$ cat config.mk
export PLATFORM = sky130hd
export DESIGN_NAME = pls_fifo
export DESIGN_NICKNAME = d
export VERILOG_FILES = /design/src/pls_fifo.sv
export SDC_FILE = /design/constraint.sdc
export NUM_CORES = 1
export LEC_CHECK = 0
export BUFFER_PORTS_ARGS = -buffer_cell sky130_fd_sc_hd__buf_4
export CAP_MARGIN = 20
export CELL_PAD_IN_SITES_DETAIL_PLACEMENT = 2
export CELL_PAD_IN_SITES_GLOBAL_PLACEMENT = 2
export CORE_ASPECT_RATIO = 0.5
export CORE_MARGIN = 3
export CORE_UTILIZATION = 30
export DETAILED_ROUTE_END_ITERATION = 16
export PLACE_DENSITY_LB_ADDON = 0.12
export SLEW_MARGIN = 20
export SYNTH_ARGS = -nofsm -noshare
export SYNTH_HDL_FRONTEND = slang
export SYNTH_SLANG_ARGS = --single-unit
$ cat constraint.sdc
create_clock -name clk -period 1.53 [get_ports clk]
set_input_delay 0.306 -clock clk [delete_from_list [all_inputs] [get_ports clk]]
set_output_delay 0.306 -clock clk [all_outputs]
set_load 0.05 [all_outputs]
$ cat src/pls_fifo.sv
module pls_fifo #(
  parameter int WIDTH = 8,
  parameter int DEPTH = 2
) (
  input  logic             clk,
  input  logic             rst_n,
  input  logic             push,
  input  logic [WIDTH-1:0] wdata,
  output logic             full,
  input  logic             pop,
  output logic [WIDTH-1:0] rdata,
  output logic             empty
);

  localparam int PW = (DEPTH > 1) ? $clog2(DEPTH) : 1;
  localparam int CW = $clog2(DEPTH + 1);

  logic [WIDTH-1:0] mem_r [DEPTH];
  logic [PW-1:0]    wptr_r, wptr_nxt, rptr_r, rptr_nxt;
  logic [CW-1:0]    cnt_r, cnt_nxt;
  logic             do_push, do_pop;

  assign full    = (cnt_r == CW'(DEPTH));
  assign empty   = (cnt_r == '0);
  assign do_push = push && !full;
  assign do_pop  = pop && !empty;
  assign rdata   = mem_r[rptr_r];

  always_comb begin
    wptr_nxt = wptr_r;
    rptr_nxt = rptr_r;
    cnt_nxt  = cnt_r;
    if (do_push) begin
      wptr_nxt = (wptr_r == PW'(DEPTH - 1)) ? '0 : wptr_r + 1'b1;
    end
    if (do_pop) begin
      rptr_nxt = (rptr_r == PW'(DEPTH - 1)) ? '0 : rptr_r + 1'b1;
    end
    if (do_push && !do_pop) begin
      cnt_nxt = cnt_r + 1'b1;
    end else if (do_pop && !do_push) begin
      cnt_nxt = cnt_r - 1'b1;
    end
  end

  always_ff @(posedge clk) begin
    if (!rst_n) begin
      wptr_r <= '0;
      rptr_r <= '0;
      cnt_r  <= '0;
    end else begin
      wptr_r <= wptr_nxt;
      rptr_r <= rptr_nxt;
      cnt_r  <= cnt_nxt;
    end
  end

  always_ff @(posedge clk) begin
    if (do_push) begin
      mem_r[wptr_r] <= wdata;
    end
  end

  a_fill_count: assert property (@(posedge clk) disable iff (!rst_n)
    (do_push && !do_pop) |=> (cnt_r == $past(cnt_r) + 1'b1))
    else $error("queue fill count did not grow on a lone push");

endmodule

# After elaboration in Yosys (flattened, before gate mapping)
# Memories as Yosys holds them, arrays and structs flattened. A register that Yosys moved wholly into a read port is not among the register bits.
# Index checks and enable logic that the tools add are counted.
# classes
addsub	4
n_eq_ne	1
mux	8
n_reduce_logical	10
# ops
operator	count
$mux 1	6
$logic_and 1x1->1	4
$logic_not 1->1	4
$mux 2	2
$add 1x1->1 const B	2
$add 2x1->2 const B	1
$eq 2x2->1 const B	1
$logic_not 2->1	1
$reduce_bool 2->1	1
$sub 2x1->2 const B	1
# word_totals
reg_bits	4
ramBits	16
inputBits	12
output_inout_bits	10
word_cells	27
n_memories	1
# mem_list
name	depth	word_bits	rd	rd_ports_with_merged_regs	wr	line_no	text
mem_r	2	8	1	1	1	18	logic [WIDTH-1:0] mem_r [DEPTH];

# Longest topological paths before layout
# Gate-level depths: netlist of the first run.
# logic_depth
ltp_word	7
ltp_mapped	7
ltp_nobuf	7

# Least setup slack after synthesis of the first run
# No wires, ideal clock.
# synth_path
kind	register to register
from	reg cnt_r[0]
to	reg cnt_r[1]
t_arrival_ns	1.559
required_time_ns	1.460
slack_ns	-0.099
path_stages_with_launch	7
path_cell_list	dfxtp_1 nand2b_1 inv_2 nor2_1 ha_1 or3_1 a21boi_1
# synth_between
elab_chain_cells	6
word_cells_on_any_way	15
classes_between	add/sub (2); eq/ne (1); mux (2); reduce/logical (10)
# synth_rtl
item	line_no	text
start, declared	20	logic [CW-1:0] cnt_r, cnt_nxt;
start signal, assigned	54	cnt_r <= cnt_nxt;
$eq 2x2->1 (*)	23	assign full = (cnt_r == CW'(DEPTH));
net full	9	output logic full,
$logic_not 1->1 (*)	25	assign do_push = push && !full;
$logic_and 1x1->1 (*)	25	
$logic_not 1->1	41	end else if (do_pop && !do_push) begin
$logic_and 1x1->1	41	
$reduce_bool 2->1 (no line)	n/a	
# The timed path passes the listed nets; every way through them passes the cells marked *. The select of a mux whose other input is x is not followed.
# A chain may end at the register's enable or synchronous reset.

# Worst setup path after layout of the first run
# layout_path
from	reg cnt_r[0]
to	reg cnt_r[1]
# layout_between
elab_chain_cells	6
word_cells_on_any_way	15
classes_between	add/sub (2); eq/ne (1); mux (2); reduce/logical (10)
# layout_rtl
item	line_no
$eq 2x2->1 or $logic_not 2->1 (tied branches)	23, 24
$logic_not 1->1, on equally long branches	25, 26
$logic_and 1x1->1, on equally long branches	25, 26
$logic_not 1->1, on equally long branches	41, 39
$logic_and 1x1->1, on equally long branches	41, 39
$reduce_bool 2->1 (no line) or $mux 2 (tied branches)	n/a
# Several ways; a longest one is shown, not always the timed one. The select of a mux whose other input is x is not followed.

==> reports/qor.yml, run 1 <==
detailed_routing:
  wire_per_inst_um: 15.5
  drt-initial-drc-count: 38
  via_count: 501
  firstDrtPassIters: 3
  viasPerCell: 4.36
  routed_wl_um: 1780
  postRouteAntennaNets: 0
  drc: 0
setup_path:
  worstSetupPathType: "register to register"
  worstPathRequired_ns: 1.72
  critPathTopFamily: "simple AND/OR/NAND/NOR gates"
  crit_chain: "nand2b_4 -> inv_4 -> nor2_4 -> ha_4 -> xor2_2 -> or3_1 -> a21boi_2"
  critPathMaxFanout: 3
  endpoint_kind: "register"
  cp.arrival_ns: 1.69
  cpMaxStageDelayCell: "or3_1"
  startpoint_type: "register"
  cp.buffers_inverters: 1
  slowest_delay_ns: 0.37
final_layout:
  nFillCells: 219
  ff_latch_area_um2: 589
  fin_area_mm2: 0.00118
  num_antenna_cells: 0
  syn_to_final_growth_pct: 45.7
  post-route-util_pct: 49.4
  drive_gt1_share_pct: 61.3
  nets: 94
  multi_input_area_um2: 259
sta:
  finalSetupViolations: 0
  max_slew_margin_pct: 73.0
  tns_ns: 0
  finalCritPeriodShare_pct: 98.1
  tightestPinTransition_ns: 0.404
  holdWs_ns: 0.233
  finalHoldViolations: 0
  min_period_ns: 1.50
  slew_viol_final: 0
  fin_skew_ns: 0.00141
  fmax_mhz: 666
  rsz0062_at_grt: "yes"
logic_synthesis:
  synth_fp_nets: 63
  yosysWarnings: 0
  ys_types: 20
  syn_inst: 50
  postSynthAreaPerCell_um2: 16.2
  syn_area_um2: 810
  yosysSeqAreaShare_pct: 71.7
  ys_ff_latch: 21
cts:
  clock_path_buffers: 2
  clk_latency_ns: 0.25
  numCtsBuffers: 3
  clkTransAtPathRegs_ns: 0.07
  clock-sinks: 21
  cts_root_buffer: "clkbuf_8"
  h-tree-depth: 1
  cts_tree: "yes"
global_route:
  grt_start_max_net_pins: 12
  busiest_layer: "met2"
  grtUsageMet1_pct: 11.2
  grt_pass1_wl_um: 2770
  grt_pass1_vias: 572
  gr-usage-met3_pct: 4.87
  grt.total_usage_pct: 11.4
  use_met2_pct: 22.2
  grt_overflow: 0
  antenna_found_initial: 0
placement:
  gp_congestion: 0.599
  dp_hpwl_um: 1340
  port_buffers: 21
  placed_area_mm2: 0.00103
run_status:
  outcome: "finished clean"
die:
  io_pins: 22
  core.rowCount: 12
  die_w_um: 79.5
  die_area_mm2: 0.00340
  die_h_um: 42.7
  coreArea_mm2: 0.00239
  start_util_pct: 33.9
power:
  p_total_w: 0.00229
  leakage_nw: 0.452
  power.density_mw_per_mm2: 1940
  ir_worst_vdd_uv: 760
worst_hold_path:
  hp-class: "input port to register"
flow_run:
  cap_violations: 0
==> per-layer routing <==
| metal | up-vias | wire, um |
|---|---|---|
| li1 | 239 | - |
| met1 | 245 | 635 |
| met4 | 0 | 10 |
| met5 | - | 0 |
| met2 | 14 | 1030 |
| met3 | 3 | 105 |
==> final timing paths <==
path | startpoint | endpoint | slack, ns | cells past startpoint
max | cnt_r[0]$_SDFFE_PN0P_ | cnt_r[1]$_SDFFE_PN0P_ | 0.03 | 7
max reg2reg | cnt_r[0]$_SDFFE_PN0P_ | cnt_r[1]$_SDFFE_PN0P_ | 0.03 | 7
min reg2reg | cnt_r[1]$_SDFFE_PN0P_ | cnt_r[1]$_SDFFE_PN0P_ | 0.58 | 2
min | wdata[6] | mem_r[1][6]$_DFFE_PP_ | 0.23 | 1
==> cells by family (layout without fill, tap and decap cells) <==
group / count (synthesis) / in the layout / synth area share (%)
compound gates: 5 / 5 / 4.02
buf+inv: 3 / 33 / 1.54
fa+ha+maj: 1 / 1 / 1.55
xor+xnor: 3 / 3 / 3.25
flops: 21 / 21 / 71.7
simple gates: 9 / 9 / 6.80
mux: 8 / 8 / 11.1
==> Yosys cell counts (all sizes together) <==
library cell  count  area, um2
edfxtp           16        480
mux2              8       90.1
dfxtp             5        100
and2              3       18.8
a21boi            2       15.0
inv               2       7.50
nor2              2       7.51
o21ai             2       10.0
xnor2             2       17.5
and3              1       6.26
buf               1       5.00
ha                1       12.5
nand2b            1       6.26
nor3              1       10.0
o21a              1       7.51
or3               1       6.26
xor2              1       8.76
==> per-stage QoR <==
step	setup WS, ns	std cells
finish	0.0295	115
global route	-0.0300	115
CTS	0.00576	112
detailed placement	-0.0327	107
global placement	0.0912	107
floorplan	0.00824	50
==> layout by cell type, fill, tap and decap left out, types with 2 or more instances in the layout <==
cell      Yosys  routed
edfxtp_1     16      16
clkbuf_8      0       3
mux2_2        8       8
buf_6         0       8
xnor2_1       2       2
buf_4         0      19
and2_1        3       3
dfxtp_1       5       2
dfxtp_4       0       2
==> state kept, by name (all words and copies together) (netlist names), named ones only <==
name    cells
cnt_r       2
wptr_r      1
mem_r      16
rptr_r      1
==> report_power, final <==
| group | switching, W | internal, W |
|---|---|---|
| Sequential | 0.0000803 | 0.000745 |
| Clock | 0.000166 | 0.000185 |
| Combinational | 0.000629 | 0.000480 |
| Total | 0.000875 | 0.00141 |
==> final cells by class <==
class | instances | area share [%]
Sequential cell | 21 | 49.9
Multi-Input combinational cell | 26 | 22.0
Timing Repair Buffer | 27 | 19.7
Clock buffer | 4 | 3.82
Tap cell | 35 | 3.71
Inverter | 2 | 0.848
==> repair_timing <==
| item | 4_1_cts | 5_1_grt |
|---|---|---|
| hold buffers | 0 | 0 |
| pin swaps | 2 | 3 |
| gates resized for setup | 12 | 9 |
| setup buffers | 1 | 3 |
| endpoints found under the setup margin | 9 | 9 |
Power figures use the tool's default switching activity.
==> run 2: changes to the inputs <==
--- a/config.mk
+++ b/config.mk
@@ -7,8 +7,8 @@
 export LEC_CHECK = 0
 export BUFFER_PORTS_ARGS = -buffer_cell sky130_fd_sc_hd__buf_4
 export CAP_MARGIN = 20
-export CELL_PAD_IN_SITES_DETAIL_PLACEMENT = 2
-export CELL_PAD_IN_SITES_GLOBAL_PLACEMENT = 2
+export CELL_PAD_IN_SITES_DETAIL_PLACEMENT = 1
+export CELL_PAD_IN_SITES_GLOBAL_PLACEMENT = 1
 export CORE_ASPECT_RATIO = 0.5
 export CORE_MARGIN = 3
 export CORE_UTILIZATION = 30
==> run 2 against run 1 <==
Against the previous run:
- worst hold slack worse by 0.0056 ns
- non-clock buffer count shrank 4
- register-to-register slack gained 0.05 ns
- combinational power fell by 14%
- setup slack better by 0.016 ns
- sequential cell count stayed put
- critical path depth decreased by 5
- sequential power fell by 1%
- final area fell by 5.3%
- first-iteration DRC count decreased by 45%
- power is 6.6% lower
- largest cell class unchanged
- largest power group unchanged
==> reports/qor.yml, run 2 (synthesis results as in run 1) <==
global_route:
  use_met2_pct: 16.1
  gr-usage-met3_pct: 4.45
  grt_pass1_wl_um: 2350
  grt_pass1_vias: 500
  grt_overflow: 0
  grt_start_max_net_pins: 13
  grt.total_usage_pct: 9.32
  antenna_found_initial: 0
  busiest_layer: "met2"
  grtUsageMet1_pct: 9.87
setup_path:
  slowest_delay_ns: 0.41
  worstPathRequired_ns: 1.22
  crit_chain: "mux2_2 -> buf_6"
  worstSetupPathType: "register to primary output"
  critPathTopFamily: "flip-flops"
  cpMaxStageDelayCell: "dfxtp_4"
  rr_worst_depth: 6
  cp.arrival_ns: 1.18
  cp.buffers_inverters: 1
  startpoint_type: "register"
  r2r_end: "cnt_r[1]$_SDFFE_PN0P_"
  r2r-start: "cnt_r[0]$_SDFFE_PN0P_"
  critPathMaxFanout: 8
  endpoint_kind: "primary output"
  r2r_slack_ns: 0.08
die:
  start_util_pct: 33.9
  die_w_um: 79.5
  core.rowCount: 12
  coreArea_mm2: 0.00239
  io_pins: 22
  die_area_mm2: 0.00340
  die_h_um: 42.7
sta:
  max_slew_margin_pct: 75.1
  tightestPinTransition_ns: 0.374
  finalSetupViolations: 0
  tns_ns: 0
  slew_viol_final: 0
  fmax_mhz: 674
  rsz0062_at_grt: "yes"
  fin_skew_ns: 0.00384
  finalHoldViolations: 0
  finalCritPeriodShare_pct: 97.0
  min_period_ns: 1.48
cts:
  cts_root_buffer: "clkbuf_8"
  post-cts-setup-buffers: 0
  cts_tree: "yes"
  clk_latency_ns: 0.26
  h-tree-depth: 1
  clock_path_buffers: 2
  clock-sinks: 21
  clkTransAtPathRegs_ns: 0.08
  numCtsBuffers: 3
detailed_routing:
  postRouteAntennaNets: 0
  routed_wl_um: 1430
  drc: 0
  drt-initial-drc-count: 21
  wire_per_inst_um: 12.9
  viasPerCell: 4.33
  firstDrtPassIters: 3
  via_count: 481
worst_hold_path:
  holdPathEnd: "mem_r[1][7]$_DFFE_PP_"
  hold_path_depth: 1
  min-delay-start: "wdata[7]"
  hp-class: "input port to register"
final_layout:
  nFillCells: 248
  nets: 90
  top_register: "mem_r"
  syn_to_final_growth_pct: 38.0
  stdcell_count: 111
  top_regs: "mem_r (16), cnt_r (2)"
  drive_gt1_share_pct: 55.3
  final_cell_mix: "edfxtp_1 (16), buf_4 (15), mux2_2 (8), buf_6 (8)"
  largest_reg_flops: 16
  post-route-util_pct: 46.8
  num_antenna_cells: 0
  final_common_cell: "edfxtp_1"
placement:
  dp_cells: 107
  port_buffers: 21
  gp_congestion: 0.660
  dp_hpwl_um: 1080
power:
  ir_worst_vdd_uv: 977
  power.density_mw_per_mm2: 1910
  leakage_nw: 0.432
  power.share.combinational_pct: 45.0
  p_int_w: 0.00132
  power_switching_w: 0.000820
  swShare_pct: 38.4
  p_total_w: 0.00214
  pwr-share-clk_pct: 16.8
  p_seq_share_pct: 38.3
run_status:
  outcome: "finished clean"
flow_run:
  cap_violations: 0
[run 2: cell count changes in the layout (fill, tap and decap cells not counted), sizes merged]
cell and delta:
buf -4, clkbuf -1, clkinv +1
[run 2: layout make-up]
class | instances | area, um2 | share of cell area, %
Inverter | 2 | 10.0 | 0.896
Clock buffer | 3 | 41.3 | 3.70
Tap cell | 35 | 43.8 | 3.92
Clock inverter | 1 | 5.00 | 0.448
Sequential cell | 21 | 587 | 52.5
Timing Repair Buffer | 23 | 203 | 18.1
Multi-Input combinational cell | 26 | 228 | 20.4
[run 2: how the worst max path moves through the flow]
stage,from,endpoint,slack (ns),cells after the start
4_1_cts,register,rdata[1],0.0003,2
3_3_place_gp,cnt_r[1]$_SDFFE_PN0P_,cnt_r[1]$_SDFFE_PN0P_,0.11,4
5_1_grt,register,rdata[1],-0.001,2
3_5_place_dp,cnt_r[1]$_SDFFE_PN0P_,cnt_r[1]$_SDFFE_PN0P_,0.05,4
6_report,register,rdata[1],0.05,2
2_1_floorplan,cnt_r[0]$_SDFFE_PN0P_,cnt_r[1]$_SDFFE_PN0P_,0.008,6
[run 2: power groups by stage]
stage | clock, W | combinational (W) | sequential (W)
CTS | 0.000376 | 0.000920 | 0.000812
global route | 0.000401 | 0.00101 | 0.000835
finish | 0.000358 | 0.000960 | 0.000817
floorplan | 0 | 0.000679 | 0.000785
detailed placement | 0 | 0.000909 | 0.000819
global placement | 0 | 0.000885 | 0.000812
[run 2: timing repair]
| action | 4_1_cts | 5_1_grt |
|---|---|---|
| hold buffers | 0 | 0 |
| setup endpoints to repair | 8 | 8 |
| resized for setup | 3 | 10 |
[run 2: metal layers]
| metal | vias to the layer above | share of wire, % |
|---|---|---|
| li1 | 232 | - |
| met1 | 237 | 39 |
| met2 | 10 | 55 |
| met3 | 2 | 5.4 |
| met4 | 0 | 0.56 |
| met5 | - | 0 |
[run 2: through the flow]
step | hold WS, ns | instance area, um2 | worst slack (ns)
floorplan | 0.405 | 820 | 0.00824
global placement | 0.492 | 1030 | 0.112
detailed placement | 0.494 | 1030 | 0.0452
CTS | 0.219 | 1080 | 0.000256
global route | 0.212 | 1120 | -0.00119
finish | 0.227 | 1120 | 0.0460
