## config.mk

```make
export PLATFORM = sky130hd
export DESIGN_NAME = pls_front
export DESIGN_NICKNAME = d
export VERILOG_FILES = /design/src/pls_pkg.sv /design/src/pls_front.sv
export SDC_FILE = /design/constraint.sdc
export NUM_CORES = 1
export LEC_CHECK = 0
export ABC_AREA = 1
export BUFFER_PORTS_ARGS = -buffer_cell sky130_fd_sc_hd__buf_2
export CORE_ASPECT_RATIO = 0.75
export CORE_MARGIN = 3
export CORE_UTILIZATION = 49
export DETAILED_ROUTE_END_ITERATION = 12
export MAX_ROUTING_LAYER = met4
export PLACE_DENSITY = 0.78
export SLEW_MARGIN = 20
export SYNTH_ARGS = -nofsm -noshare
export SYNTH_HDL_FRONTEND = slang
export SYNTH_SLANG_ARGS = --single-unit
```

## constraint.sdc

```tcl
create_clock -name vclk -period 7.18
set_input_delay 1.077 -clock vclk [all_inputs]
set_output_delay 1.077 -clock vclk [all_outputs]
set_load 0.05 [all_outputs]
```

## src/pls_pkg.sv

```systemverilog
package pls_pkg;

  localparam int OP_W = 4;

  localparam logic [OP_W-1:0] OP_TTL       = 4'd0;
  localparam logic [OP_W-1:0] OP_CLOCK     = 4'd1;
  localparam logic [OP_W-1:0] OP_DAC       = 4'd2;
  localparam logic [OP_W-1:0] OP_WAIT      = 4'd3;
  localparam logic [OP_W-1:0] OP_CLEAR_ERR = 4'd4;
  localparam logic [OP_W-1:0] OP_SET_FREQ  = 4'd5;
  localparam logic [OP_W-1:0] OP_SET_AMP   = 4'd6;
  localparam logic [OP_W-1:0] OP_SET_PHASE = 4'd7;
  localparam logic [OP_W-1:0] OP_DDS_RESET = 4'd8;
  localparam logic [OP_W-1:0] OP_LOOPBACK  = 4'd9;
  localparam logic [OP_W-1:0] OP_GET_FREQ  = 4'd10;
  localparam logic [OP_W-1:0] OP_GET_AMP   = 4'd11;
  localparam logic [OP_W-1:0] OP_GET_PHASE = 4'd12;
  localparam logic [OP_W-1:0] OP_LAST      = OP_GET_PHASE;

  typedef enum logic [1:0] {
    ERR_OK   = 2'd0,
    ERR_OP   = 2'd1,
    ERR_CHAN = 2'd2
  } err_t;

  localparam int NUM_CFG   = 8;
  localparam int CFG_W     = 10;
  localparam int CFG_IDX_W = 3;

  localparam logic [CFG_IDX_W-1:0] CFG_CLOCK     = 3'd0;
  localparam logic [CFG_IDX_W-1:0] CFG_DAC       = 3'd1;
  localparam logic [CFG_IDX_W-1:0] CFG_CLEAR     = 3'd2;
  localparam logic [CFG_IDX_W-1:0] CFG_DDS_FREQ  = 3'd3;
  localparam logic [CFG_IDX_W-1:0] CFG_DDS_AMP   = 3'd4;
  localparam logic [CFG_IDX_W-1:0] CFG_DDS_PHASE = 3'd5;
  localparam logic [CFG_IDX_W-1:0] CFG_DDS_RESET = 3'd6;
  localparam logic [CFG_IDX_W-1:0] CFG_LOOPBACK  = 3'd7;

  // Reset values, highest register index first.
  localparam logic [NUM_CFG-1:0][CFG_W-1:0] CFG_RESET = {
    10'd5, 10'd50, 10'd50, 10'd50, 10'd50, 10'd5, 10'd45, 10'd5
  };

  // x / 10 == (x * 0xCCCCCCCD) >> 35 for every 32-bit x.
  localparam logic [31:0] DIV10_MUL   = 32'hCCCC_CCCD;
  localparam int          DIV10_SHIFT = 35;
  localparam int          GAPQ_W      = 29;

  localparam int FREQ_W  = 32;
  localparam int AMP_W   = 16;
  localparam int PHASE_W = 16;
  localparam int DDS_WORD_W = FREQ_W + AMP_W + PHASE_W;

  typedef struct packed {
    err_t              err;
    logic [OP_W-1:0]   op;
    logic              timing;
    logic [31:0]       va;
    logic [31:0]       vb;
    logic              gap_nz;
    logic [GAPQ_W-1:0] gap_q;
  } cmd_t;

  typedef struct packed {
    err_t        error;
    logic        rb_valid;
    logic [31:0] rb_value;
    logic [31:0] duration;
    logic [31:0] ttl;
    logic [7:0]  clk_div;
    logic        timing_ok;
    logic [31:0] count;
    logic [31:0] cycles;
    logic [31:0] underflow;
  } res_t;

  function automatic logic is_dds(input logic [OP_W-1:0] op);
    return (op == OP_SET_FREQ) || (op == OP_SET_AMP) || (op == OP_SET_PHASE) ||
           (op == OP_DDS_RESET) || (op == OP_GET_FREQ) || (op == OP_GET_AMP) ||
           (op == OP_GET_PHASE);
  endfunction

endpackage

```

## src/pls_front.sv

```systemverilog
module pls_front #(
  parameter int DDS_CHANNELS = 32
) (
  input  logic [pls_pkg::OP_W-1:0] operation,
  input  logic                     timing,
  input  logic [31:0]              value_a,
  input  logic [31:0]              value_b,
  input  logic [31:0]              gap_ns,
  output pls_pkg::cmd_t            cmd
);

  logic [63:0] gap_prod;

  // Divide the lateness by ten with a reciprocal multiply.
  assign gap_prod = 64'(gap_ns) * 64'(pls_pkg::DIV10_MUL);

  always_comb begin
    cmd.op     = operation;
    cmd.timing = timing;
    cmd.va     = value_a;
    cmd.vb     = value_b;
    cmd.gap_nz = (gap_ns != '0);
    cmd.gap_q  = gap_prod[pls_pkg::DIV10_SHIFT +: pls_pkg::GAPQ_W];
    if (operation > pls_pkg::OP_LAST) begin
      cmd.err = pls_pkg::ERR_OP;
    end else if (pls_pkg::is_dds(operation) && (value_a >= 32'(DDS_CHANNELS))) begin
      cmd.err = pls_pkg::ERR_CHAN;
    end else begin
      cmd.err = pls_pkg::ERR_OK;
    end
  end

endmodule

```

# Word-level counts from Yosys, hierarchy flattened
# Index checks and enable logic that the tools add are counted.
# word_totals
register_bits,0
inputBits,101
elab_cells,20
# op_classes
mul,1
order_cmp,2
n_eq_ne,7
mux,2
reduce_logical,8
# ops
op,count
multiplier 32 x 32 -> 64 bit (second input constant),1
>= comparator 32 x 6 -> 1 bit (second input constant),1
nonzero test 32 bit,1
equality test 4 bit (second input constant),4
equality test 4 x 3 -> 1 bit (second input constant),3
logical OR 1 bit,6
greater-than comparator 4 bit (second input constant),1
2-to-1 mux 2 bit,2
logical AND 1 bit,1

# Depth between registers and ports, before layout
# Gate-level depths: netlist of run 1.
# logic_depth
ltp_word,10
mapped_depth,31
ltp_nobuf,30

# Worst setup path after synthesis of run 1
# No wires, ideal clock.
# synth_timing
kind,input to output
start,in gap_ns[18]
end,out cmd[0] (netlist name)
t_arrival_ns,6.897
t_required_ns,6.103
slack_ns,-0.794
stages,25
cell_sequence,inv_1 -> ha_1 -> inv_1 -> fa_1 -> inv_1 -> fa_1 -> inv_1 -> fa_1 -> inv_1 -> fa_1 -> fa_1 -> fa_1 -> inv_1 -> fa_1 -> inv_1 -> ha_1 -> nand2_1 -> inv_1 -> nand2_1 -> nor3_1 -> nand2_1 -> inv_1 -> nand2_1 -> nand2_1 -> xor2_1
# synth_rtl
element,line_no,text
start: declaration,pls_front.sv:8,"input logic [31:0] gap_ns,"
end: declaration,pls_front.sv:9,output pls_pkg::cmd_t cmd

==> metrics.md, run 1 <==
| Metric | Value |
|---|---|
| CP endpoint kind | `output port` |
| Mapped Avg Cell Area | `between 8 and 9 sq um` |
| Worst path most repeated cell | `fa_1` |
| HP Class | `input port to output port` |
| Hold buffers post-CTS | `0` |
| Die X-Extent | `236.8 um` |
| Status | `finished, violations left` |
| Setup_tns | `-19.50 ns` |
| GR Overflow Total | `0` |
| I/O pin count | `202` |
| Period utilization | `1.103` |
| Antenna Nets Post-Route | `0` |
| Placed Instance Area | `~0.024 sq mm` |
| Dominant cells by area after synthesis | `fa_1 39%, ha_1 23%, inv_1 14%` |
| IO Port Bufs | `126` |
| Routed via count | `~18000` |
| Wire per inst | `22.21 um` |
| Hold Fails Final Rpt | `0` |
| Crit-path max cell delay | `0.53 ns` |
| Synthesized area | `a little under 0.02 sq mm` |
| First-pass iteration count of the detailed router | `8` |
| Cells after Synth | `between 2000 and 2500` |
| Starting Density | `0.5039` |
| Hpwl dp | `roughly 66000 um` |
| GPL Wtd Cong | `about 1.0` |
| Register area share after synthesis | `0` |
| Startpoint type of the worst setup path | `input port` |
| Maximum clock frequency | `approximately 0.13 GHz` |
| Post-route insts no fill | `3382` |
| Standard-cell rows | `62` |
| Most frequent cell after synthesis | `inv_1` |
| Max-slew violations | `0` |
| Max-Cap Viols | `0` |
| Setup CP Type | `input port to output port` |
| Worst EP required | `6.10 ns` |
| Largest net degree at the start of global routing | `10` |
| Synthesis-to-finish area growth | `37.04%` |
| Area leader, netlist | `fa_1` |
| Failing checks | `negative setup slack` |
| Residual DRC | `0` |
| Clk_buf instances | `0` |
| Vias per cell | `5.231` |
| Final setup violating endpoints | `29` |
| Die H | `between 150 and 200 um` |
| Slew @ Worst Pin | `0.5255 ns` |
| Design Area, Final | `between 0.02 and 0.03 sq mm` |
| N_diodes | `0` |
| Total GRT Usage | `0.3650` |
| Ys Warns | `0` |
| Top cell type's share of synthesized area | `0.3946` |
| Unique masters post-synth | `32` |
| Initial drt markers | `~1300` |
| Share of cells above drive strength 1 | `0.3784` |
| Register Area | `0 sq um` |
| Fin crit period | `7.919 ns` |
| Pre-CTS setup slack | `-1.039 ns` |
| Most common library cells after synthesis | `751 x inv_1, 416 x nand2_1, 386 x fa_1` |
| Crit path max fanout | `5` |
| Max-slew headroom | `0.6485` |
| Slowest-stage cell, CP | `fa_1` |
| CP arrival | `~7 ns` |
| Final net count | `~3700` |
| Core area | `around 0.039 sq mm` |
| Mapped Nets | `between 3000 and 4000` |
| RSZ-0062 raised after global routing | `true` |
| Vias in the first global route | `approximately 19000` |
| FFs & Latches | `0` |
| Placed insts | `about 3300` |
| First-pass GRT wire length | `about 110000 um` |
| Final worst slack | `-0.7387 ns` |
| Final wirelength | `about 75000 um` |
| Die area | `0.04243 sq mm` |
| Antenna violations before repair | `0` |
## kinds of logic (layout without fill, tap and decap cells)
kind of cell    count (synthesis)  after routing  synth area share
compound gates                149            149           0.04223
xor+xnor                       47             47           0.02102
fa+ha+maj                     748            748            0.6259
buf+inv                       827           1273            0.1718
simple gates                  653            653            0.1391
## final cells by class
cell class | instances | area [sq um]
Tap cell | 512 | 640.6
Multi-Input combinational cell | 1597 | 19070
Timing Repair Buffer | 519 | 4245
Inverter | 754 | 2884
Fill cell | 3014 | 12030
## timing repair
item                                    4_1_cts  5_1_grt
setup buffers                                31       15
cloned                                        0        0
pin swaps                                   180      149
gates resized for setup                     510      154
hold endpoints to repair                      0        0
endpoints found under the setup margin       29       29
## placed cells by master, fill, tap and decap left out, types with 6 or more instances in the layout
cell,Yosys,routed
buf_2,1,73
nor2_1,112,76
xor2_1,38,28
nand3_1,61,26
xor2_2,0,7
ha_1,362,263
a21oi_1,76,39
buf_8,0,32
nor2_4,1,27
nor3_2,9,11
buf_4,69,369
nor4_1,6,6
nand3_4,0,6
a21o_1,8,8
o21bai_4,0,7
ha_4,0,84
o21ai_2,0,7
nand2_4,0,57
o21ai_0,37,20
fa_1,386,367
nand3_2,0,29
a21oi_2,0,25
nand4_1,13,13
xnor2_1,9,6
inv_4,0,10
nand2_2,8,123
buf_6,0,31
nor2_2,13,23
o21ai_1,2,12
inv_2,3,85
inv_1,751,654
a21oi_4,0,12
ha_2,0,15
buf_12,0,14
o21bai_1,18,11
fa_2,0,19
nand2_1,416,243
## layer usage
| layer | GRT usage | vias up | part of all wire |
|---|---|---|---|
| li1 | - | 8014 | - |
| met1 | 0.4926 | 8797 | 0.43 |
| met4 | 0.05690 | 0 | 0.020 |
| met5 | - | - | 0 |
| met2 | 0.5217 | 804 | 0.42 |
| met3 | 0.1538 | 75 | 0.13 |
## final timing paths
kind / from / endpoint / slack [ns] / depth (start not counted)
setup / recovery: gap_ns[19] / cmd[27] / -0.74 / 29
hold / removal: value_b[9] / cmd[39] / 2.15 / 0
## stage by stage
stage	hold slack, ns	utilization
finish	2.154	0.6906
CTS	2.154	0.6742
detailed placement	2.154	0.6141
floorplan	2.321	-
global route	2.154	0.6906
global placement	2.154	0.6141
## critical path, delay by kind of cell
family,cells,cell delay (ns)
adders and majority gates,9,4.14
AOI/OAI and AO/OA,2,0.23
buffers and inverters,10,0.70
and+or+nand+nor,8,0.67
Power of run 1 is not shown: default switching activity piles up to over one toggle a cycle in this logic, so the estimate is an artifact.
==> run 2: changes to the inputs <==
--- a/config.mk
+++ b/config.mk
@@ -7,12 +7,14 @@
 export LEC_CHECK = 0
 export ABC_AREA = 1
 export BUFFER_PORTS_ARGS = -buffer_cell sky130_fd_sc_hd__buf_2
+export CAP_MARGIN = 10
 export CORE_ASPECT_RATIO = 0.75
 export CORE_MARGIN = 3
 export CORE_UTILIZATION = 49
 export DETAILED_ROUTE_END_ITERATION = 12
 export MAX_ROUTING_LAYER = met4
 export PLACE_DENSITY = 0.78
+export SETUP_SLACK_MARGIN = 0.2
 export SLEW_MARGIN = 20
 export SYNTH_ARGS = -nofsm -noshare
 export SYNTH_HDL_FRONTEND = slang
==> run 2 against run 1 <==
Effect of this change:
- the flow still finishes with violations (negative setup slack)
- die area unchanged
- non-clock buffer count decreased by 6
- sequential share of layout area unchanged
- clock-buffer cell count unchanged
- flip-flop and latch count unchanged
- global-route usage decreased by 1.5 points
- critical path depth unchanged
- via count decreased by 0.16%
- worst setup slack got worse by 0.066 ns
- maximum frequency decreased by 0.83%
- final cell count decreased by 0.15%
- worst hold slack about the same
==> metrics.md, run 2 (synthesis gave the netlist of run 1 again) <==
| Metric | Value |
|---|---|
| Max-slew headroom | `0.5993 (-0.04919)` |
| First-pass GRT wire length | `108100 um (-3.6%)` |
| Clk_buf instances | `0 (unchanged)` |
| Initial drt markers | `1451 (+11%)` |
| Hold path cells | `0 (unchanged)` |
| CP arrival | `6.91 ns (+0.07 ns)` |
| GR Overflow Total | `0 (unchanged)` |
| Period utilization | `1.112 (+0.009231)` |
| Worst hold slack | `2.154 ns (+0.00005000 ns)` |
| Placed Instance Area | `0.02390 sq mm (+0.14%)` |
| CP endpoint kind | `output port` |
| FFs & Latches | `0 (unchanged)` |
| Core area | `0.03886 sq mm (unchanged)` |
| Final setup violating endpoints | `29 (unchanged)` |
| Maximum clock frequency | `0.1252 GHz (-0.83%)` |
| Antenna violations before repair | `1 (+1)` |
| Startpoint type of the worst setup path | `input port` |
| Hpwl dp | `64890 um (-1.4%)` |
| Final net count | `3715 (-0.16%)` |
| Crit path max fanout | `5 (unchanged)` |
| Slew @ Worst Pin | `0.5990 ns (+0.07354 ns)` |
| Register Area | `0 sq um (unchanged)` |
| Worst path most repeated cell | `fa_1` |
| Final core occ | `0.6828 (-0.007726)` |
| Share of cells above drive strength 1 | `0.3670 (-0.01143)` |
| Crit-path max cell delay | `0.55 ns (+0.02 ns)` |
| Starting Density | `0.5039 (unchanged)` |
| HP Class | `input port to output port` |
| I/O pin count | `202 (unchanged)` |
| Residual DRC | `0 (unchanged)` |
| Total GRT Usage | `0.3499 (-0.01502)` |
| Slowest-stage cell, CP | `fa_1` |
| Worst EP required | `6.10 ns (about the same)` |
| First-pass iteration count of the detailed router | `5 (-3)` |
| Standard-cell rows | `62 (unchanged)` |
| Status | `finished, violations left` |
| Max-Cap Viols | `0 (unchanged)` |
| Largest net degree at the start of global routing | `10 (unchanged)` |
| Synthesis-to-finish area growth | `35.51%` |
| Final worst slack | `-0.8050 ns (-0.06628 ns)` |
| Vias per cell | `5.230 (about the same)` |
| CP Launch Point | `gap_ns[19]` |
| Antenna Nets Post-Route | `0 (unchanged)` |
| Vias in the first global route | `18116 (-4.9%)` |
| Hold Fails Final Rpt | `0 (unchanged)` |
| Max-slew violations | `0 (unchanged)` |
| Design Area, Final | `0.02654 sq mm (-1.1%)` |
| RSZ-0062 raised after global routing | `true` |
| Die X-Extent | `236.8 um (unchanged)` |
| Fin crit period | `7.985 ns (+0.06628 ns)` |
| Commonest cells after routing, fill and taps aside | `666 x inv_1, 364 x fa_1, 358 x buf_4` |
| Final wirelength | `73580 um (-2.0%)` |
| Failing checks | `negative setup slack` |
| Hold Crit Start | `value_b[7]` |
| GPL Wtd Cong | `1.071 (+2.2%)` |
| Wire per inst | `21.79 um (-1.9%)` |
| Placed insts | `3340 (+0.090%)` |
| Most common cell after layout, fill and taps aside | `inv_1` |
| IO Port Bufs | `126 (unchanged)` |
| Routed via count | `17661 (-0.16%)` |
| Setup CP Type | `input port to output port` |
| Die area | `0.04243 sq mm (unchanged)` |
| Die H | `179.1 um (unchanged)` |
| Post-route insts no fill | `3377 (-0.15%)` |
| # fillers | `3066 (+1.7%)` |
## run 2: final timing paths
path	slack, ns	to
worst max-delay path	-0.80	cmd[24]
worst min-delay path	2.15	cmd[37]
## run 2: repair_timing
item / CTS / global route
cloned: 0 / 0
hold buffers: 0 / 0
endpoints found under the hold margin: 0 / 0
pin swaps: 135 / 173
buffers inserted: 12 / 24
gates resized for setup: 334 / 286
endpoints found under the setup margin: 29 / 29
## run 2: worst max-delay path, delay by kind of cell
family	cells	cell delay [ns]
AO/OA/AOI/OAI	2	0.36
buffers and inverters	10	0.74
adder cells (fa/ha/maj)	9	4.09
AND/OR/NAND/NOR	8	0.59
## run 2: routing by layer
metal,global-route usage,vias up,share of wire
met4,0.03600,0,0.018
met2,0.4941,825,0.42
met3,0.09134,92,0.11
met5,-,-,0
met1,0.5204,8758,0.45
li1,-,7986,-
## run 2: metrics by stage
stage / setup WS [ns] / setup TNS [ns]
global placement: -1.133 / -30.77
floorplan: -0.1811 / -1.832
finish: -0.8050 / -20.37
CTS: -0.7687 / -19.97
detailed placement: -1.159 / -30.06
global route: -0.9603 / -24.68
## run 2: cell type report
type,count,area (sq um),area share
diodes,1,2.502,0.00009429
inverters,754,2882,0.1086
multi-input cells,1597,18860,0.7108
well taps,512,640.6,0.02414
repair buffers,513,4149,0.1563
Power of run 2 is left out for the same reason.
