$ cat config.mk
export PLATFORM = sky130hd
export DESIGN_NAME = pls_back
export DESIGN_NICKNAME = d
export VERILOG_FILES = /design/src/pls_pkg.sv /design/src/pls_ram.sv /design/src/pls_back.sv
export SDC_FILE = /design/constraint.sdc
export NUM_CORES = 2
export LEC_CHECK = 0
export BUFFER_PORTS_ARGS = -buffer_cell sky130_fd_sc_hd__buf_2
export CORE_UTILIZATION = 55
export CTS_CLUSTER_SIZE = 8
export DETAILED_ROUTE_END_ITERATION = 12
export GPL_ROUTABILITY_DRIVEN = 0
export GPL_TIMING_DRIVEN = 0
export PLACE_DENSITY = 0.72
export SLEW_MARGIN = 30
export SYNTH_ARGS = -nofsm -noshare
export SYNTH_HDL_FRONTEND = slang
export SYNTH_SLANG_ARGS = --single-unit
$ cat constraint.sdc
create_clock -name clk -period 16.85 [get_ports clk]
set_input_delay 1.685 -clock clk [delete_from_list [all_inputs] [get_ports clk]]
set_output_delay 1.685 -clock clk [all_outputs]
set_load 0.05 [all_outputs]
$ cat src/pls_pkg.sv
package pls_pkg;

  localparam int OP_W = 4;

  localparam logic [OP_W-1:0] OP_TTL       = 4'd0;
  localparam logic [OP_W-1:0] OP_CLOCK     = 4'd1;
  localparam logic [OP_W-1:0] OP_DAC       = 4'd2;
  localparam logic [OP_W-1:0] OP_WAIT      = 4'd3;
  localparam logic [OP_W-1:0] OP_CLEAR_ERR = 4'd4;
  localparam logic [OP_W-1:0] OP_SET_FREQ  = 4'd5;
  localparam logic [OP_W-1:0] OP_SET_AMP   = 4'd6;
  localparam logic [OP_W-1:0] OP_SET_PHASE = 4'd7;
  localparam logic [OP_W-1:0] OP_DDS_RESET = 4'd8;
  localparam logic [OP_W-1:0] OP_LOOPBACK  = 4'd9;
  localparam logic [OP_W-1:0] OP_GET_FREQ  = 4'd10;
  localparam logic [OP_W-1:0] OP_GET_AMP   = 4'd11;
  localparam logic [OP_W-1:0] OP_GET_PHASE = 4'd12;
  localparam logic [OP_W-1:0] OP_LAST      = OP_GET_PHASE;

  typedef enum logic [1:0] {
    ERR_OK   = 2'd0,
    ERR_OP   = 2'd1,
    ERR_CHAN = 2'd2
  } err_t;

  localparam int NUM_CFG   = 8;
  localparam int CFG_W     = 10;
  localparam int CFG_IDX_W = 3;

  localparam logic [CFG_IDX_W-1:0] CFG_CLOCK     = 3'd0;
  localparam logic [CFG_IDX_W-1:0] CFG_DAC       = 3'd1;
  localparam logic [CFG_IDX_W-1:0] CFG_CLEAR     = 3'd2;
  localparam logic [CFG_IDX_W-1:0] CFG_DDS_FREQ  = 3'd3;
  localparam logic [CFG_IDX_W-1:0] CFG_DDS_AMP   = 3'd4;
  localparam logic [CFG_IDX_W-1:0] CFG_DDS_PHASE = 3'd5;
  localparam logic [CFG_IDX_W-1:0] CFG_DDS_RESET = 3'd6;
  localparam logic [CFG_IDX_W-1:0] CFG_LOOPBACK  = 3'd7;

  // Reset values, highest register index first.
  localparam logic [NUM_CFG-1:0][CFG_W-1:0] CFG_RESET = {
    10'd5, 10'd50, 10'd50, 10'd50, 10'd50, 10'd5, 10'd45, 10'd5
  };

  // x / 10 == (x * 0xCCCCCCCD) >> 35 for every 32-bit x.
  localparam logic [31:0] DIV10_MUL   = 32'hCCCC_CCCD;
  localparam int          DIV10_SHIFT = 35;
  localparam int          GAPQ_W      = 29;

  localparam int FREQ_W  = 32;
  localparam int AMP_W   = 16;
  localparam int PHASE_W = 16;
  localparam int DDS_WORD_W = FREQ_W + AMP_W + PHASE_W;

  typedef struct packed {
    err_t              err;
    logic [OP_W-1:0]   op;
    logic              timing;
    logic [31:0]       va;
    logic [31:0]       vb;
    logic              gap_nz;
    logic [GAPQ_W-1:0] gap_q;
  } cmd_t;

  typedef struct packed {
    err_t        error;
    logic        rb_valid;
    logic [31:0] rb_value;
    logic [31:0] duration;
    logic [31:0] ttl;
    logic [7:0]  clk_div;
    logic        timing_ok;
    logic [31:0] count;
    logic [31:0] cycles;
    logic [31:0] underflow;
  } res_t;

  function automatic logic is_dds(input logic [OP_W-1:0] op);
    return (op == OP_SET_FREQ) || (op == OP_SET_AMP) || (op == OP_SET_PHASE) ||
           (op == OP_DDS_RESET) || (op == OP_GET_FREQ) || (op == OP_GET_AMP) ||
           (op == OP_GET_PHASE);
  endfunction

endpackage

$ cat src/pls_ram.sv
module pls_ram #(
  parameter int WIDTH = 64,
  parameter int DEPTH = 32
) (
  input  logic                                  clk,
  input  logic                                  we,
  input  logic [(DEPTH > 1 ? $clog2(DEPTH) : 1)-1:0] waddr,
  input  logic [WIDTH-1:0]                      wdata,
  input  logic                                  re,
  input  logic [(DEPTH > 1 ? $clog2(DEPTH) : 1)-1:0] raddr,
  output logic [WIDTH-1:0]                      rdata
);

  logic [WIDTH-1:0] mem_r [DEPTH];
  logic [WIDTH-1:0] rdata_r;

  always_ff @(posedge clk) begin
    if (we) begin
      mem_r[waddr] <= wdata;
    end
    if (re) begin
      rdata_r <= mem_r[raddr];
    end
  end

  assign rdata = rdata_r;

endmodule

$ cat src/pls_back.sv
module pls_back #(
  parameter int DDS_CHANNELS = 32
) (
  input  logic                          clk,
  input  logic                          rst_n,
  input  logic                          cfg_we,
  input  logic [pls_pkg::CFG_IDX_W-1:0] cfg_index,
  input  logic [pls_pkg::CFG_W-1:0]     cfg_data,
  input  pls_pkg::cmd_t                 cmd_head,
  input  logic                          cmd_empty,
  output logic                          cmd_pop,
  output pls_pkg::res_t                 res,
  output logic                          res_push,
  input  logic                          res_full
);

  localparam int CH_W = (DDS_CHANNELS > 1) ? $clog2(DDS_CHANNELS) : 1;
  localparam int WW   = pls_pkg::DDS_WORD_W;

  logic [pls_pkg::NUM_CFG-1:0][pls_pkg::CFG_W-1:0] cfg_r;

  logic          b_vld_r;
  pls_pkg::cmd_t b_q_r;
  logic          b_go;
  logic [CH_W-1:0] b_chan;

  logic [DDS_CHANNELS-1:0] ch_vld_r;
  logic            byp_vld_r;
  logic [CH_W-1:0] byp_addr_r;
  logic [WW-1:0]   byp_word_r;
  logic [WW-1:0]   ram_rdata, cur_word, wr_word;
  logic            dds_wr;

  logic [31:0] ttl_r, ttl_nxt;
  logic [7:0]  div_r, div_nxt;
  logic        pend_r, pend_nxt;
  logic        tg_r, tg_nxt;
  logic [31:0] cnt_r, cnt_nxt;
  logic [31:0] cyc_r, cyc_nxt;
  logic [31:0] uf_r, uf_nxt;
  logic [31:0] dur;
  logic        rb_v;
  logic [31:0] rb;

  assign b_go    = b_vld_r && !res_full;
  assign cmd_pop = !cmd_empty && (!b_vld_r || b_go);
  assign b_chan  = b_q_r.va[CH_W-1:0];

  pls_ram #(
    .WIDTH (WW),
    .DEPTH (DDS_CHANNELS)
  ) u_dds_ram (
    .clk   (clk),
    .we    (b_go && dds_wr),
    .waddr (b_chan),
    .wdata (wr_word),
    .re    (cmd_pop),
    .raddr (cmd_head.va[CH_W-1:0]),
    .rdata (ram_rdata)
  );

  // The RAM read happens as the command loads, so the write of the command
  // just ahead of it is taken from the bypass register instead.
  always_comb begin
    if (byp_vld_r && (byp_addr_r == b_chan)) begin
      cur_word = byp_word_r;
    end else if (ch_vld_r[b_chan]) begin
      cur_word = ram_rdata;
    end else begin
      cur_word = '0;
    end
  end

  always_comb begin
    ttl_nxt  = ttl_r;
    div_nxt  = div_r;
    pend_nxt = pend_r;
    tg_nxt   = tg_r;
    cnt_nxt  = cnt_r;
    cyc_nxt  = cyc_r;
    uf_nxt   = uf_r;
    dur      = '0;
    rb_v     = 1'b0;
    rb       = '0;
    dds_wr   = 1'b0;
    wr_word  = cur_word;
    if (b_q_r.err == pls_pkg::ERR_OK) begin
      if (pend_r && b_q_r.gap_nz) begin
        tg_nxt = 1'b0;
        uf_nxt = uf_r + 32'(b_q_r.gap_q) + 32'd1;
      end
      pend_nxt = b_q_r.timing;
      unique case (b_q_r.op)
        pls_pkg::OP_TTL: begin
          ttl_nxt = b_q_r.vb;
          dur     = b_q_r.va;
        end
        pls_pkg::OP_CLOCK: begin
          div_nxt = b_q_r.va[7:0];
          dur     = 32'(cfg_r[pls_pkg::CFG_CLOCK]);
        end
        pls_pkg::OP_DAC: dur = 32'(cfg_r[pls_pkg::CFG_DAC]);
        pls_pkg::OP_WAIT: dur = b_q_r.va;
        pls_pkg::OP_CLEAR_ERR: begin
          tg_nxt = 1'b1;
          uf_nxt = '0;
          dur    = 32'(cfg_r[pls_pkg::CFG_CLEAR]);
        end
        pls_pkg::OP_SET_FREQ: begin
          dds_wr = 1'b1;
          wr_word[WW-1 -: pls_pkg::FREQ_W] = b_q_r.vb;
          dur = 32'(cfg_r[pls_pkg::CFG_DDS_FREQ]);
        end
        pls_pkg::OP_SET_AMP: begin
          dds_wr = 1'b1;
          wr_word[pls_pkg::PHASE_W +: pls_pkg::AMP_W] = b_q_r.vb[pls_pkg::AMP_W-1:0];
          dur = 32'(cfg_r[pls_pkg::CFG_DDS_AMP]);
        end
        pls_pkg::OP_SET_PHASE: begin
          dds_wr = 1'b1;
          wr_word[pls_pkg::PHASE_W-1:0] = b_q_r.vb[pls_pkg::PHASE_W-1:0];
          dur = 32'(cfg_r[pls_pkg::CFG_DDS_PHASE]);
        end
        pls_pkg::OP_DDS_RESET: begin
          dds_wr  = 1'b1;
          wr_word = '0;
          dur     = 32'(cfg_r[pls_pkg::CFG_DDS_RESET]);
        end
        pls_pkg::OP_LOOPBACK: begin
          rb_v = 1'b1;
          rb   = b_q_r.va;
          dur  = 32'(cfg_r[pls_pkg::CFG_LOOPBACK]);
        end
        pls_pkg::OP_GET_FREQ: begin
          rb_v = 1'b1;
          rb   = cur_word[WW-1 -: pls_pkg::FREQ_W];
          dur  = 32'(cfg_r[pls_pkg::CFG_DDS_FREQ]);
        end
        pls_pkg::OP_GET_AMP: begin
          rb_v = 1'b1;
          rb   = 32'(cur_word[pls_pkg::PHASE_W +: pls_pkg::AMP_W]);
          dur  = 32'(cfg_r[pls_pkg::CFG_DDS_AMP]);
        end
        default: begin
          rb_v = 1'b1;
          rb   = 32'(cur_word[pls_pkg::PHASE_W-1:0]);
          dur  = 32'(cfg_r[pls_pkg::CFG_DDS_PHASE]);
        end
      endcase
      cnt_nxt = cnt_r + 32'd1;
      cyc_nxt = cyc_r + dur;
    end
  end

  assign res_push = b_go;

  always_comb begin
    res.error     = b_q_r.err;
    res.rb_valid  = rb_v;
    res.rb_value  = rb;
    res.duration  = dur;
    res.ttl       = ttl_nxt;
    res.clk_div   = div_nxt;
    res.timing_ok = tg_nxt;
    res.count     = cnt_nxt;
    res.cycles    = cyc_nxt;
    res.underflow = uf_nxt;
  end

  always_ff @(posedge clk) begin
    if (!rst_n) begin
      cfg_r     <= pls_pkg::CFG_RESET;
      b_vld_r   <= 1'b0;
      ch_vld_r  <= '0;
      byp_vld_r <= 1'b0;
      ttl_r     <= '0;
      div_r     <= '0;
      pend_r    <= 1'b0;
      tg_r      <= 1'b1;
      cnt_r     <= '0;
      cyc_r     <= '0;
      uf_r      <= '0;
    end else begin
      if (cfg_we) begin
        cfg_r[cfg_index] <= cfg_data;
      end
      if (cmd_pop) begin
        b_vld_r <= 1'b1;
      end else if (b_go) begin
        b_vld_r <= 1'b0;
      end
      if (b_go) begin
        byp_vld_r <= dds_wr;
        if (dds_wr) begin
          ch_vld_r[b_chan] <= 1'b1;
        end
        ttl_r  <= ttl_nxt;
        div_r  <= div_nxt;
        pend_r <= pend_nxt;
        tg_r   <= tg_nxt;
        cnt_r  <= cnt_nxt;
        cyc_r  <= cyc_nxt;
        uf_r   <= uf_nxt;
      end
    end
  end

  always_ff @(posedge clk) begin
    if (cmd_pop) begin
      b_q_r <= cmd_head;
    end
    if (b_go) begin
      byp_addr_r <= b_chan;
      byp_word_r <= wr_word;
    end
  end

  a_err_no_count: assert property (@(posedge clk) disable iff (!rst_n)
    (b_go && (b_q_r.err != pls_pkg::ERR_OK)) |=> (cnt_r == $past(cnt_r)))
    else $error("rejected command changed the executed count");

  a_ok_count: assert property (@(posedge clk) disable iff (!rst_n)
    (b_go && (b_q_r.err == pls_pkg::ERR_OK)) |=> (cnt_r == $past(cnt_r) + 32'd1))
    else $error("executed command was not counted");

  a_tg_fall: assert property (@(posedge clk) disable iff (!rst_n)
    $fell(tg_r) |-> $past(b_go && pend_r && b_q_r.gap_nz))
    else $error("timing_ok dropped without an underflow");

  a_idle_hold: assert property (@(posedge clk) disable iff (!rst_n)
    !b_go |=> ($stable(uf_r) && $stable(cyc_r) && $stable(pend_r)))
    else $error("status changed without a command commit");

endmodule

# Yosys cells after proc, flatten, opt, wreduce, memory -nomap -nowiden
# Memory sizes are Yosys's and may differ from the RTL's. A register that Yosys moved wholly into a read port is not among the register bits.
# Cells that the tools add are included.
# classes
magnitude_cmp	4
n_addsub	4
muxes	38
n_eq_ne	12
reduce_logical	21
bitwise	1
# op_table
operator	count
$mux W32	10
$pmux W32 S8	1
$mux W64	3
$pmux W32 S4	1
$bwmux W80	1
$add A32 B1 Y32 const B	2
$pmux W16 S2	2
$pmux W32 S2	1
$add A32 B29 Y32	1
$add A32 B32 Y32	1
$or A32 B32 Y32	1
$demux W10 S3	1
$eq A4 B3 Y1 const B	4
$eq A4 B4 Y1 const B	4
$mux W8	2
$mux W1	13
$mux W10	1
$reduce_or A9 Y1	1
$eq A4 B2 Y1 const B	2
$logic_and A1 B1 Y1	7
$lt A5 B6 Y1 const B	1
$reduce_or A2 Y1	3
$bmux W1 S5	1
$demux W1 S5	1
12 further kinds	15
# word_totals
word_cells	108
output_inout_bits	206
input_bits	119
memories	1
ff_bits	422
mem_bits_rw	2048
# memory_table
name	words	word_bits	rd	rd_clocked_by_memory_dff	write_ports	line_no	text
u_dds_ram.mem_r	32	64	1	1	1	pls_ram.sv:14	logic [WIDTH-1:0] mem_r [DEPTH];

# Depth between registers and ports, before layout
# logic_depth
ltp_word	7
ltp_mapped	21
ltp_nobuf	18

# Hierarchy
# From an unflattened synthesis, not the netlist that was laid out.
# unflattened
cells_unflattened	5714
area_unflattened_um2	101984.1
# modules_own_cells
mod	cells_each	instances	seq_area_each_um2	area_per_inst_um2
pls_ram	3097	1	63420.8	79605.1
pls_back	2617	1	10149.7	22379.0

# Least setup slack after synthesis
# OpenSTA, ideal clock, no wires.
# synth_path
kind	input port to output port
start	in res_full
end	out cmd_pop
required_ps	15165
arrival_time_ps	10331
cell_stages	1
path_slack_ps	4834
n_path_buf	0
path_cell_list	a21oi_1
# synth_between
elab_chain_cells	4
# synth_rtl
element	line_no	text
start, declared	pls_back.sv:14	input logic res_full
$logic_not A1 Y1	pls_back.sv:45	assign b_go = b_vld_r && !res_full;
$logic_and A1 B1 Y1	pls_back.sv:45	
$logic_or A1 B1 Y1	pls_back.sv:46	assign cmd_pop = !cmd_empty && (!b_vld_r || b_go);
$logic_and A1 B1 Y1	pls_back.sv:46	
end, declared	pls_back.sv:11	output logic cmd_pop,
# Every way passes these cells.

==> metrics.md <==
| Metric | Value |
|---|---|
| CTS tree | yes |
| Proportion of power drawn by combinational gates | ~4.8% |
| P&R area growth vs syn | 21.4% |
| Total Routing Usage GR | between 30% and 40% |
| Die X | between 400 and 500 µm |
| Nets | around 6.7k |
| GR Util met2 | between 50% and 60% |
| R2r worst-path depth | 18 |
| Crit share post-route | a little under three fifths |
| Least-Margin Pin Slew | ~1100 ps |
| CTS Buffer Depth | 4 |
| RSZ-0062 raised after global routing | no |
| H-tree levels | 5 |
| Post-synth ARST share | 0% |
| Drt first pass iters | 13 |
| Met1 Use GR | about 45% |
| Total grt overflow | 0 |
| Netlist area before placement | about 0.10 mm² |
| Mapped Cells | around 5.6k |
| Sequential fraction of the synthesis area | 72.0% |
| Fin Clk Skew | 85.4 ps |
| Layout Utilization | 67.5% |
| P_sw | between 3 and 4 mW |
| Die area | roughly 0.19 mm² |
| Crit Reg-Reg Endpoint | cyc_r[28] |
| Worst Setup Path Type | flip-flop to output port |
| Failing checks | design-rule violations |
| Core area | ~0.18 mm² |
| Leak | around 45 nW |
| Worst EP required | 15,160 ps |
| Layout cells sized above 1 | between 20 and 30% |
| RR Startpoint | b_q_r[97] |
| Mean Syn Cell Area | around 18 µm² |
| DRC | 71 |
| Clock network power share | between 40% and 50% |
| Main synth FF type | edfxtp_1 |
| Final WL | around 340,000 µm |
| Worst-skew pair later-pin latency | just under 1000 ps |
| Relative slew margins | 24.1% |
| Ys Warns | 0 |
| CTS root buffer | clkbuf_16 |
| Seq pwr share | 48.6% |
| DRT antenna net count | 0 |
| Grt met3 use | about an eighth |
| Startpoint types | flip-flop |
| Sw frac | roughly 22% |
| Initial antenna violation count | 27 |
| Critical Path AT | between 7000 and 8000 ps |
| DRT iter0 DRCs | about 10k |
| Worst hold path depth | 0 |
| GRT Max-Usage Layer | met2 |
| EDFF count, synth | between 2k and 2.5k |
| Vias/cell | between 7 and 8 |
| Post-CTS Setup Bufs | 0 |
| Synth cell types | 89 |
| Routed wire per std cell | approximately 38 µm |
| Largest net degree at the start of global routing | 34 |
| Hold EP | byp_addr_r[1] |
| Post-layout min period | 9320 ps |
| # IOs | around 330 |
| First-pass GRT wire length | roughly 480,000 µm |
| Placed instance area | between 0.1 and 0.15 mm² |
| MaxCap Viol Count | 0 |
| Total vias in the final route | 64.1k |
| CP Capture Type | output port |
| PortBufs | ~300 |
| PostCTS Resize Cnt | 0 |
| VDD IR max | between 80 and 90 µV |
| R2R Setup Slk | roughly 11,000 ps |
| Final Hold Fails | 0 |
| CP startpoint | b_q_r[97] |
| CTS clk-pin slew, worst paths | ~60 ps |
| Fmax | approximately 0.11 GHz |
| Outcome | finished, violations left |
| Clock sinks | about 2.5k |
| Final instance area | about 0.12 mm² |
| Fillers | about 11k |
| Synthesized Nets | around 5.8k |
| Max Fanout on Critical Path | 10 |
| Slew Limit Fails | 0 |
| Count of final setup violators | 0 |
| Vias in the first global route | 63.6k |
| Total CTS buffers | approximately 370 |
| Yosys reg bits | 2,534 |
| Hold Path Origin | b_chan[1] |
| Pint | 11.0 mW |
| CTS Hold Bufs | 0 |
| Hpwl dp | 216,000 µm |
| Worst hold path class | flip-flop to flip-flop |
| Die height | ~430 µm |
| Initial core utilization | between 50% and 60% |
| Pwr dens | ~110 mW/mm² |
| Row count | roughly 160 |
## sequential cells by signal, indices dropped and copies added (netlist names), 2 cells and up
| name | count |
|---|---|
| b_chan | 5 |
| b_q_r | 94 |
| byp_addr_r | 5 |
| byp_word_r | 64 |
| cfg_r | 80 |
| ch_vld_r | 32 |
| cnt_r | 32 |
| cyc_r | 32 |
| div_r | 8 |
| res | 2 |
| ttl_r | 32 |
| u_dds_ram.mem_r | 2048 |
| u_dds_ram.rdata | 64 |
| uf_r | 32 |
## synthesized netlist by cell type (21+ instances only)
| cell type | instances | area, µm² |
|---|---|---|
| buf_1 | 79 | 297 |
| a211oi_1 | 53 | 398 |
| a21boi_0 | 77 | 578 |
| nor2b_1 | 25 | 156 |
| nor3_1 | 23 | 115 |
| a21o_1 | 37 | 278 |
| nor3b_1 | 43 | 323 |
| o21ai_0 | 85 | 425 |
| and2_1 | 66 | 413 |
| nor2_1 | 264 | 991 |
| a21oi_1 | 104 | 521 |
| a22oi_1 | 78 | 586 |
| a22o_1 | 21 | 184 |
| inv_1 | 21 | 78.8 |
| mux2_2 | 97 | 1090 |
| xnor2_1 | 69 | 604 |
| nand2_1 | 459 | 1720 |
| o21ai_1 | 80 | 400 |
| xor2_1 | 37 | 324 |
| edfxtp_1 | 2282 | 68500 |
| dfxtp_1 | 252 | 5040 |
| o21a_1 | 41 | 308 |
| mux4_2 | 648 | 14600 |
| and3_1 | 36 | 225 |
| clkbuf_1 | 227 | 852 |
| ha_1 | 61 | 763 |
| nand3_1 | 70 | 350 |
## cells by family (layout without fill, tap and decap cells)
| family | Yosys count | after routing | share of synthesized area [%] |
|---|---|---|---|
| xor+xnor | 106 | 106 | 0.909 |
| mux | 765 | 765 | 15.6 |
| compound gates | 683 | 683 | 4.49 |
| other cells | 0 | 22 | 0 |
| buf+inv | 352 | 1385 | 1.33 |
| flops | 2534 | 2534 | 72.0 |
| fa+ha+maj | 63 | 63 | 0.787 |
| simple gates | 1072 | 1072 | 4.87 |
## per-stage QoR
stage	hold WS, ps	total power [mW]	setup slack [ps]	setup TNS (ps)	cells
6_report	443	14.2	7530	0	9094
5_1_grt	476	14.4	7460	0	9074
4_1_cts	445	14.1	7490	0	9067
3_5_place_dp	430	7.64	8460	0	8585
3_3_place_gp	435	7.61	-2330	-2330	8348
2_1_floorplan	421	7.37	4830	0	5575
## power by group through the flow
| stage | Sequential, mW | Clock (mW) | Combinational (mW) |
|---|---|---|---|
| finish | 6.88 | 6.61 | 0.674 |
| global route | 6.88 | 6.83 | 0.691 |
| CTS | 6.88 | 6.61 | 0.658 |
| detailed placement | 7.00 | 0 | 0.642 |
| global placement | 7.01 | 0 | 0.600 |
| floorplan | 6.97 | 0 | 0.394 |
## final cells by class
cell class / instances / area [µm²] / area share (%)
flip-flops and latches: 2534 / 73600 / 59.4
multi-input cells: 2689 / 28200 / 22.7
plain buffers: 326 / 1400 / 1.13
inverters: 26 / 97.6 / 0.0787
well taps: 2464 / 3080 / 2.49
repair buffers: 551 / 7690 / 6.21
clock buffers: 473 / 9740 / 7.86
diodes: 22 / 55.1 / 0.0444
clock inverters: 9 / 119 / 0.0959
## critical path, stage by stage, from the launching register on
cell and delay, ps:
edfxtp_1 470, clkbuf_1 350, nand2b_1 180, nor3_2 550, clkbuf_1 710, a222oi_1 300
a41oi_1 580, ha_1 310, inv_1 70, fa_1 420, nor2b_1 160, o31ai_1 120
a21oi_1 410, a311oi_2 290, o31ai_1 600, a22oi_1 220, a21o_1 260, and3_1 190
a211o_1 280, buf_2 230
## metal layers
layer  up-vias  part of all wire (%)
met3      1445                    14
met4        36                   7.8
met2      6108                    46
met1     32222                    32
li1      24257                     -
met5         -                 0.072
## worst max path at each step
stage	to	slack (ps)	cells past startpoint
6_report	res[60]	7530	19
5_1_grt	res[60]	7460	19
4_1_cts	res[60]	7490	21
3_5_place_dp	res[60]	8460	21
3_3_place_gp	cmd_pop	-2330	3
2_1_floorplan	cmd_pop	4830	1
## cell usage in the layout (no fill, tap or decap), types with 20 or more instances in the layout
master / netlist / routed
buf_1: 79 / 35
and3_1: 36 / 36
o21a_1: 41 / 41
mux4_2: 648 / 648
nand2b_1: 20 / 20
nand2_1: 459 / 458
nand3_1: 70 / 70
o21ai_1: 80 / 44
clkbuf_16: 0 / 374
buf_2: 15 / 362
nor3b_1: 43 / 43
nor2_1: 264 / 227
inv_1: 21 / 21
mux2_2: 97 / 97
diode_2: 0 / 22
buf_16: 0 / 204
dfxtp_1: 252 / 252
a22oi_1: 78 / 78
a21oi_1: 104 / 103
edfxtp_1: 2282 / 2282
a211oi_1: 53 / 50
o21ai_0: 85 / 56
a21boi_0: 77 / 77
clkbuf_2: 0 / 70
and2_1: 66 / 66
nor2b_1: 25 / 25
a22o_1: 21 / 21
a21o_1: 37 / 37
o21ai_4: 0 / 57
ha_1: 61 / 61
clkbuf_1: 227 / 261
nor2_4: 0 / 34
xor2_1: 37 / 37
xnor2_1: 69 / 69
No activity file was read; power rests on OpenSTA's default activity.
